--- config.mk ---
export PLATFORM = sky130hd
export DESIGN_NAME = plane_logic_raster_op_unit
export DESIGN_NICKNAME = d
export VERILOG_FILES = /design/src/rtl/core/plro_pkg.sv /design/src/rtl/core/plro_cfg_regs.sv /design/src/rtl/core/plro_compare.sv /design/src/rtl/core/plro_merge.sv /design/src/rtl/core/plane_logic_raster_op_unit.sv
export SDC_FILE = /design/constraint.sdc
export NUM_CORES = 1
export LEC_CHECK = 0
export BUFFER_PORTS_ARGS = -buffer_cell sky130_fd_sc_hd__buf_2
export CAP_MARGIN = 20
export CELL_PAD_IN_SITES_DETAIL_PLACEMENT = 1
export CELL_PAD_IN_SITES_GLOBAL_PLACEMENT = 1
export CORE_ASPECT_RATIO = 1.2
export CORE_MARGIN = 4
export CORE_UTILIZATION = 30
export DETAILED_ROUTE_END_ITERATION = 12
export PLACE_DENSITY_LB_ADDON = 0.1
export SLEW_MARGIN = 20
export SYNTH_ARGS = -nofsm -noshare
export SYNTH_HDL_FRONTEND = slang
export SYNTH_SLANG_ARGS = --single-unit
export TNS_END_PERCENT = 20
--- constraint.sdc ---
create_clock -name clk -period 8.7 [get_ports clk]
set_input_delay 0.435 -clock clk [delete_from_list [all_inputs] [get_ports clk]]
set_output_delay 0.435 -clock clk [all_outputs]
set_load 0.005 [all_outputs]
--- src/rtl/core/plro_pkg.sv ---
// Shared types and constants for the planar raster-op unit.
// No dependencies; imported by every module of the block except the port checker.
package plro_pkg;

  localparam int NumPlanes = 4;
  localparam int PlaneCntW = 3;
  localparam int CfgIdxW   = 3;
  localparam int CfgDataW  = 64;
  localparam int AddrW     = 17;

  // Register indexes on the configuration port
  localparam logic [CfgIdxW-1:0] REG_COMMAND       = 3'd0;
  localparam logic [CfgIdxW-1:0] REG_LOGIC_COLOR   = 3'd1;
  localparam logic [CfgIdxW-1:0] REG_PLANE_DISABLE = 3'd2;
  localparam logic [CfgIdxW-1:0] REG_TILE_PATTERN  = 3'd3;
  localparam logic [CfgIdxW-1:0] REG_COMPARE_COLS  = 3'd4;
  localparam logic [CfgIdxW-1:0] REG_HIDDEN_PLANES = 3'd5;
  localparam logic [CfgIdxW-1:0] REG_PLANE_COUNT   = 3'd6;

  // Operation codes, command bits 2:0
  localparam logic [2:0] OP_PSET    = 3'd0;
  localparam logic [2:0] OP_BLANK   = 3'd1;
  localparam logic [2:0] OP_OR      = 3'd2;
  localparam logic [2:0] OP_AND     = 3'd3;
  localparam logic [2:0] OP_XOR     = 3'd4;
  localparam logic [2:0] OP_NOT     = 3'd5;
  localparam logic [2:0] OP_TILE    = 3'd6;
  localparam logic [2:0] OP_COMPARE = 3'd7;

  localparam int CmdNandBit = 5;
  localparam int CmdCmpBit  = 6;
  localparam int EntSkipBit = 7;

  localparam logic [AddrW-1:0]     HighAddr       = 17'h08000;
  localparam logic [PlaneCntW-1:0] PlaneCountRst  = 3'd3;

  typedef logic [NumPlanes-1:0][7:0] plane_vec_t;

  typedef struct packed {
    logic [7:0]           command;
    logic [3:0]           logic_color;
    logic [3:0]           plane_disable;
    logic [3:0][7:0]      tile_pattern;
    logic [7:0][7:0]      compare_colors;
    logic [3:0]           hidden_planes;
    logic [PlaneCntW-1:0] plane_count;
  } cfg_t;

endpackage

--- src/rtl/core/plro_cfg_regs.sv ---
// Configuration register file of the planar raster-op unit.
// Depends on plro_pkg for register indexes and the cfg_t bundle.
module plro_cfg_regs (
  input  logic                          clk,
  input  logic                          rst_n,
  input  logic                          wr_en,
  input  logic [plro_pkg::CfgIdxW-1:0]  wr_index,
  input  logic [plro_pkg::CfgDataW-1:0] wr_data,
  output plro_pkg::cfg_t                cfg
);
  import plro_pkg::*;

  cfg_t cfg_r;
  cfg_t cfg_nxt;

  // Decode the index and update the addressed register
  always_comb begin
    cfg_nxt = cfg_r;
    if (wr_en) begin
      case (wr_index)
        REG_COMMAND:       cfg_nxt.command        = wr_data[7:0];
        REG_LOGIC_COLOR:   cfg_nxt.logic_color    = wr_data[3:0];
        REG_PLANE_DISABLE: cfg_nxt.plane_disable  = wr_data[3:0];
        REG_TILE_PATTERN:  cfg_nxt.tile_pattern   = wr_data[31:0];
        REG_COMPARE_COLS:  cfg_nxt.compare_colors = wr_data;
        REG_HIDDEN_PLANES: cfg_nxt.hidden_planes  = wr_data[3:0];
        REG_PLANE_COUNT:   cfg_nxt.plane_count    = wr_data[PlaneCntW-1:0];
        default:           cfg_nxt = cfg_r;
      endcase
    end
  end

  always_ff @(posedge clk) begin
    if (!rst_n) begin
      cfg_r <= '{command: '0, logic_color: '0, plane_disable: '0, tile_pattern: '0,
                 compare_colors: '0, hidden_planes: '0, plane_count: PlaneCountRst};
    end else begin
      cfg_r <= cfg_nxt;
    end
  end

  assign cfg = cfg_r;

endmodule

--- src/rtl/core/plro_compare.sv ---
// Colour compare: builds the per-bit match status from the plane bytes.
// Depends on plro_pkg for plane_vec_t and cfg_t.
module plro_compare #(
  parameter int COMPARE_ENTRIES = 8
) (
  input  plro_pkg::plane_vec_t            rd,
  input  plro_pkg::cfg_t                  cfg,
  input  logic [plro_pkg::PlaneCntW-1:0]  plane_cnt,
  output logic [7:0]                      status
);
  import plro_pkg::*;

  logic [3:0] en;
  logic [3:0] col [8];

  // Plane three takes part only when four planes are active
  always_comb begin
    en = ~cfg.plane_disable;
    if (plane_cnt < PlaneCntW'(NumPlanes)) en[3] = 1'b0;
  end

  // Each pixel bit against every non-skipped entry
  always_comb begin
    status = '0;
    for (int b = 0; b < 8; b++) begin
      for (int p = 0; p < NumPlanes; p++) col[b][p] = rd[p][b];
      col[b] = col[b] & en;
      for (int j = 0; j < COMPARE_ENTRIES; j++) begin
        if (!cfg.compare_colors[j][EntSkipBit] &&
            ((cfg.compare_colors[j][3:0] & en) == col[b])) begin
          status[b] = 1'b1;
        end
      end
    end
  end

endmodule

--- src/rtl/core/plro_merge.sv ---
// One plane's logic operation, write-mask merge and compare-steered merge.
// Depends on plro_pkg for operation codes.
module plro_merge (
  input  logic [2:0] op,
  input  logic       color,
  input  logic [7:0] tile,
  input  logic [7:0] rd,
  input  logic [7:0] mask,
  input  logic       cmp_en,
  input  logic       nand_sel,
  input  logic [7:0] status,
  output logic [7:0] dout
);
  import plro_pkg::*;

  logic [7:0] v;
  logic [7:0] d;

  // Source byte for the operation
  always_comb begin
    case (op)
      OP_PSET:  v = color ? 8'hff : 8'h00;
      OP_BLANK: v = 8'h00;
      OP_OR:    v = color ? 8'hff : rd;
      OP_AND:   v = color ? rd : 8'h00;
      OP_XOR:   v = color ? ~rd : rd;
      OP_NOT:   v = ~rd;
      default:  v = tile;
    endcase
  end

  // Protected bits keep the current byte, then let the status steer
  always_comb begin
    d = (rd & mask) | (v & ~mask);
    if (!cmp_en)       dout = d;
    else if (nand_sel) dout = (rd & status) | (d & ~status);
    else               dout = (rd & ~status) | (d & status);
  end

endmodule

--- src/rtl/core/plane_logic_raster_op_unit.sv ---
// Top level of the planar raster-op unit: input register, logic, result register.
// Depends on plro_pkg, plro_cfg_regs, plro_compare and plro_merge.
//
//  channel | direction | handshake          | payload
//  in      | to unit   | in_valid/in_ready  | operation, address, mask_value, plane bytes
//  out     | from unit | out_valid/out_ready| write_enable, new plane bytes, compare_result
//  cfg     | to unit   | cfg_valid/cfg_ready| cfg_index, cfg_data (always ready)
//
// One transaction per cycle unless the output stalls; each item is held in the input
// register, then the result register. The path from the input register through compare
// and merge to the result register sets the cycle; write mask and compare status update
// as each item leaves. A stalled output holds the result; the input register still takes
// one more item. Synchronous reset clears valids, write mask and compare status, and
// returns the configuration to its defaults.
module plane_logic_raster_op_unit #(
  parameter int MAX_PLANES      = 4,
  parameter int COMPARE_ENTRIES = 8
) (
  input  logic                          clk,
  input  logic                          rst_n,
  input  logic                          in_valid,
  output logic                          in_ready,
  input  logic                          in_operation,
  input  logic [plro_pkg::AddrW-1:0]    in_address,
  input  logic [7:0]                    in_mask_value,
  input  logic [7:0]                    in_plane_b,
  input  logic [7:0]                    in_plane_r,
  input  logic [7:0]                    in_plane_g,
  input  logic [7:0]                    in_plane_t,
  output logic                          out_valid,
  input  logic                          out_ready,
  output logic [3:0]                    out_write_enable,
  output logic [7:0]                    out_new_b,
  output logic [7:0]                    out_new_r,
  output logic [7:0]                    out_new_g,
  output logic [7:0]                    out_new_t,
  output logic [7:0]                    out_compare_result,
  input  logic                          cfg_valid,
  output logic                          cfg_ready,
  input  logic [plro_pkg::CfgIdxW-1:0]  cfg_index,
  input  logic [plro_pkg::CfgDataW-1:0] cfg_data
);
  import plro_pkg::*;

  localparam logic [PlaneCntW-1:0] MaxPlanesC = PlaneCntW'(MAX_PLANES);

  cfg_t cfg;

  // Input register
  logic             in_valid_r;
  logic             opr_r;
  logic [AddrW-1:0] addr_r;
  logic [7:0]       mval_r;
  plane_vec_t       cur_r;

  // Unit state
  logic [7:0] wmask_r, wmask_nxt;
  logic [7:0] status_r, status_nxt;

  // Result register
  logic       out_valid_r;
  logic [3:0] we_r, we_nxt;
  plane_vec_t nb_r, nb_nxt;
  logic [7:0] cres_r;

  logic                 advance;
  logic                 is_access;
  logic                 do_cmp;
  logic [2:0]           op;
  logic [PlaneCntW-1:0] plane_cnt;
  plane_vec_t           rd;
  plane_vec_t           merged;
  logic [7:0]           cmp_status;

  assign cfg_ready = 1'b1;

  plro_cfg_regs u_cfg (
    .clk      (clk),
    .rst_n    (rst_n),
    .wr_en    (cfg_valid),
    .wr_index (cfg_index),
    .wr_data  (cfg_data),
    .cfg      (cfg)
  );

  // Handshake: move an item on when the result register is free or draining
  assign advance  = in_valid_r && (!out_valid_r || out_ready);
  assign in_ready = !in_valid_r || advance;

  always_ff @(posedge clk) begin
    if (!rst_n) begin
      in_valid_r <= 1'b0;
    end else if (in_ready) begin
      in_valid_r <= in_valid;
    end
  end

  always_ff @(posedge clk) begin
    if (in_valid && in_ready) begin
      opr_r  <= in_operation;
      addr_r <= in_address;
      mval_r <= in_mask_value;
      cur_r  <= {in_plane_t, in_plane_g, in_plane_r, in_plane_b};
    end
  end

  // Hidden planes read as all ones
  always_comb begin
    for (int p = 0; p < NumPlanes; p++) rd[p] = cfg.hidden_planes[p] ? 8'hff : cur_r[p];
  end

  assign plane_cnt = (cfg.plane_count > MaxPlanesC) ? MaxPlanesC : cfg.plane_count;
  assign op        = cfg.command[2:0];
  assign is_access = !opr_r && (addr_r < HighAddr);
  assign do_cmp    = is_access && ((op == OP_COMPARE) || cfg.command[CmdCmpBit]);

  plro_compare #(
    .COMPARE_ENTRIES (COMPARE_ENTRIES)
  ) u_cmp (
    .rd        (rd),
    .cfg       (cfg),
    .plane_cnt (plane_cnt),
    .status    (cmp_status)
  );

  // Next write mask and compare status
  always_comb begin
    if (opr_r)                  wmask_nxt = mval_r;
    else if (addr_r >= HighAddr) wmask_nxt = 8'hff;
    else                        wmask_nxt = wmask_r;
    status_nxt = do_cmp ? cmp_status : status_r;
  end

  for (genvar g = 0; g < NumPlanes; g++) begin : g_plane
    plro_merge u_merge (
      .op       (op),
      .color    (cfg.logic_color[g]),
      .tile     (cfg.tile_pattern[g]),
      .rd       (rd[g]),
      .mask     (wmask_r),
      .cmp_en   (cfg.command[CmdCmpBit]),
      .nand_sel (cfg.command[CmdNandBit]),
      .status   (status_nxt),
      .dout     (merged[g])
    );
  end

  // Write enables and gated plane bytes
  always_comb begin
    for (int p = 0; p < NumPlanes; p++) begin
      we_nxt[p] = is_access && (op != OP_COMPARE) && (PlaneCntW'(p) < plane_cnt) &&
                  !cfg.plane_disable[p] && !cfg.hidden_planes[p];
      nb_nxt[p] = we_nxt[p] ? merged[p] : 8'h00;
    end
  end

  always_ff @(posedge clk) begin
    if (!rst_n) begin
      wmask_r     <= '0;
      status_r    <= '0;
      out_valid_r <= 1'b0;
    end else begin
      if (advance) begin
        wmask_r  <= wmask_nxt;
        status_r <= status_nxt;
      end
      if (advance)        out_valid_r <= 1'b1;
      else if (out_ready) out_valid_r <= 1'b0;
    end
  end

  always_ff @(posedge clk) begin
    if (advance) begin
      we_r   <= we_nxt;
      nb_r   <= nb_nxt;
      cres_r <= status_nxt;
    end
  end

  assign out_valid          = out_valid_r;
  assign out_write_enable   = we_r;
  assign out_new_b          = nb_r[0];
  assign out_new_r          = nb_r[1];
  assign out_new_g          = nb_r[2];
  assign out_new_t          = nb_r[3];
  assign out_compare_result = cres_r;

endmodule

==> run summary <==
Outcome
• outcome: finished clean

Global route
• vias in the first global route: 14,300
• maximum number of pins on one net before global-route repair: 97
• final global-route overflow total: 0
• most crowded layer after global routing: met2
• global routing usage on met1: 0.332
• met3 track demand over resource: 0.0391
• total routing usage reported by global routing: 0.261
• number of antenna violations at the first check in global routing: 1
• wire length of the first global-routing pass: 101 mm
• met2 usage in global routing: 0.438

Worst setup path
• data required time at the worst endpoint: 9.06 ns
• kind of critical path: register to register
• maximum fanout along the worst path: 29
• slowest cell on the critical path: sky130_fd_sc_hd__clkinv_1
• delay of the slowest cell on the worst path: 0.81 ns
• sort of element at the start of the critical path: register
• crit path DAT: 4.66 ns
• Worst Reg-to-Reg Cells: 9
• terminus of the critical flop-to-flop path: out_new_t[3]
• cell-by-cell trace of the critical path: buf_4 -> clkinv_1 -> a31oi_1 -> nand4_1 -> o211ai_1 -> or4_1 -> nand3_2 -> a2111oi_0 -> a31o_2
• crit end category: register
• setup slack of the most critical reg-to-reg path: 4.40 ns
• worst reg2reg path startpoint: u_cfg.cfg[105]

Timing
• highest attainable clock frequency: 233 MHz
• RSZ-0062 raised after global routing: false
• final hold slack: 0.111 ns
• Setup TNS: 0 ns
• Slew Viols, Final: 0
• worst clock skew: 0.0137 ns
• Worst slew margin: 0.277
• Final setup violation count: 0
• worst slew pin tran: 1.08 ns
• post-route fraction of the period consumed by the critical path: 0.494
• count of endpoints failing hold in the final timing report: 0
• final worst path period need: 4.30 ns

Synth
• synth cell count leaders: 182 x sky130_fd_sc_hd__nand2_1, 142 x sky130_fd_sc_hd__o21ai_0, 122 x sky130_fd_sc_hd__or3_1, 119 x sky130_fd_sc_hd__clkbuf_1, 110 x sky130_fd_sc_hd__dfxtp_1
• count of flip-flops with a built-in enable after synthesis: 87
• Yosys warnings: 0
• primary flip-flop cell chosen by synthesis mapping: sky130_fd_sc_hd__dfxtp_1
• proportion of register bits with asynchronous set or reset after synthesis: 0
• Yosys reg bits: 197
• number of instances in the synthesized netlist: 1,771
• leading post-synthesis cells by cell area: sky130_fd_sc_hd__edfxtp_1 18%, sky130_fd_sc_hd__dfxtp_1 15%, sky130_fd_sc_hd__mux2i_1 7.4%, sky130_fd_sc_hd__ha_1 5.5%, sky130_fd_sc_hd__or3_1 5.2%
• number of different library cells in the post-synthesis netlist: 68
• cell type contributing the most total cell area after synthesis: sky130_fd_sc_hd__edfxtp_1
• Synthesized Nets: 1,965
• average size of a mapped cell: 8.27 um2
• area share of the largest cell type after synthesis: 0.178
• sequential area share after synthesis: 0.329
• cell with the most instances after synthesis: sky130_fd_sc_hd__nand2_1
• Post-Syn Area: 14,700 um2

Placed design
• Routability Congestion: 0.922
• placed cell count: 2,400
• HPWL after DPL: 50.2 mm
• number of I/O port buffers: 148

Worst hold path
• end point of the most critical hold path: cur_r[15]
• Min-Delay Path Depth: 1
• worst min path class: input pin to register
• Hold Startpoint: in_plane_r[7]

Pwr
• total power of the final layout: 2.27 mW
• Leakage Power: 6.22 nW
• part of the total power dissipated in sequential elements: 0.467
• share of total power consumed by net switching: 0.320
• clock share of power: 0.351
• net switching power: 725 uW
• areal power density over the cells: 139 nW/um2
• combinational power share: 0.182
• peak ir drop on the vdd network: 149 uV
• Power Internal: 1.54 mW

Cells and area
• fraction of layout instances using a drive strength above 1: 0.153
• Ant. Diodes: 0
• Post-Route Utilization: 0.337
• number of standard cells in the layout, taps in and fillers out: 2,432
• Area Growth Syn to Fin: 10.9%
• number of nets in the final layout: 1,983

Clocking
• Clk Tree Root Cell: sky130_fd_sc_hd__clkbuf_16
• Post-CTS Setup Repair Bufs: 0
• clock latency on the worst-skew pair: 0.50 ns
• Hold-fix buffers, CTS: 0
• Inserted Clock Buffers: 17
• CTS tree: done
• clk sinks: 197
• CTS H-tree lvls: 4
• quantity of gates resized following cts: 0
• clock-pin slew on the worst setup and hold paths: 0.08 ns
• Max Root-Sink Buffers: 2

Floorplan
• starting density of the core: 0.304
• height of the die: 250 um
• DIE AREA: 52,500 um2
• placeable core area: 48,200 um2
• number of top-level pins: 177
• die span in x: 210 um
• # rows: 88

Run
• max cap viols: 0

Drt
• Iter 0 DRT Violations: 1,112
• total wire length: 69.5 mm
• antenna violation net count after detailed routing: 0
• drt wl/cell: 28.6 um
• DRC violations left: 0
• First-pass DRT Iterations: 5
• Via Count: 14,200
• DR vias/cell: 5.86

-- state kept, by name (all words and copies together) (netlist names) --
name and count:
out_new_t 8, in_valid_r 1, out_new_r 8, mval_r 8, status_r 8, out_valid 1, cur_r 32, out_write_enable 4
out_new_g 8, out_compare_result 8, wmask_r 8, out_new_b 8, opr_r 1, u_cfg.cfg 92, addr_r 2
-- metrics by stage --
stage | setup slack [ns] | instance area (um2)
after floorplan | 5.60 | 14700
after global placement | 4.61 | 15700
after detailed placement | 4.56 | 15700
after CTS | 4.55 | 16200
after global routing | 4.44 | 16200
final | 4.40 | 16200
-- cell type report --
type                            count  area, um2
Inverter                           46        175
Multi-Input combinational cell   1356       8980
Sequential cell                   197       4820
Clock buffer                       20        458
Tap cell                          630        788
Timing Repair Buffer              171        916
Fill cell                        5740      32000
Clock inverter                     12        111
-- placed cells by master, fill, tap and decap left out, drive strengths merged, types with 4 or more instances in the layout --
cell,Yosys,layout
a2111oi,4,4
nand4,52,52
dfxtp,110,110
a21o,5,5
mux2i,109,109
nand3,100,100
o221ai,19,19
edfxtp,87,87
nand2b,4,4
a31oi,46,46
o22ai,10,10
a22oi,15,15
a221oi,22,22
a21oi,38,38
and2,5,5
or2,25,25
xnor2,35,35
nor4,4,4
buf,50,171
or3,122,122
o211ai,20,20
mux2,7,7
ha,64,64
clkbuf,122,20
nand2,182,182
clkinv,4,9
inv,42,47
a21boi,72,72
o21ai,144,144
o221a,8,8
xor2,26,26
nor3,14,14
nor2,88,88
o31ai,15,15
o2111ai,6,6
or4,13,13
nor2b,53,53
a211oi,5,5
a31o,6,6
-- kinds of logic after synthesis --
family / after synthesis / share of synthesized area
compound gates: 445 / 0.201
xor+xnor: 61 / 0.0365
fa+ha+maj: 64 / 0.0546
buf+inv: 218 / 0.0605
flops: 197 / 0.329
mux: 116 / 0.0798
other cells: 1 / 0.000256
simple gates: 669 / 0.239
-- critical path: cells and delay by family (launching register included) --
family	cells	cell delay, ns
flops	1	0.31
compound gates	4	1.81
simple gates	3	0.82
buf+inv	2	1.17
-- worst max-delay path by stage --
stage	startpoint	to	slack, ns	depth (start not counted)
floorplan	out_ready	wmask_r[2]	5.60	5
global placement	u_cfg.cfg[105]	out_new_t[3]	4.61	9
detailed placement	u_cfg.cfg[105]	out_new_t[3]	4.56	9
CTS	u_cfg.cfg[105]	out_new_t[3]	4.55	9
global route	u_cfg.cfg[104]	out_new_b[0]	4.44	9
finish	u_cfg.cfg[105]	out_new_t[3]	4.40	9
-- power groups by stage --
stage	clock (mW)	combinational [mW]	sequential, mW
after global placement	0	0.400	1.08
after CTS	0.831	0.409	1.06
after detailed placement	0	0.408	1.08
final	0.795	0.411	1.06
after floorplan	0	0.258	1.04
after global routing	0.862	0.443	1.06
-- layer usage --
metal	part of all wire	wire length, um
met1	0.43	29700
met2	0.48	33400
met3	0.041	2870
met4	0.051	3530
met5	0	0
No activity file was read; power rests on OpenSTA's default activity.
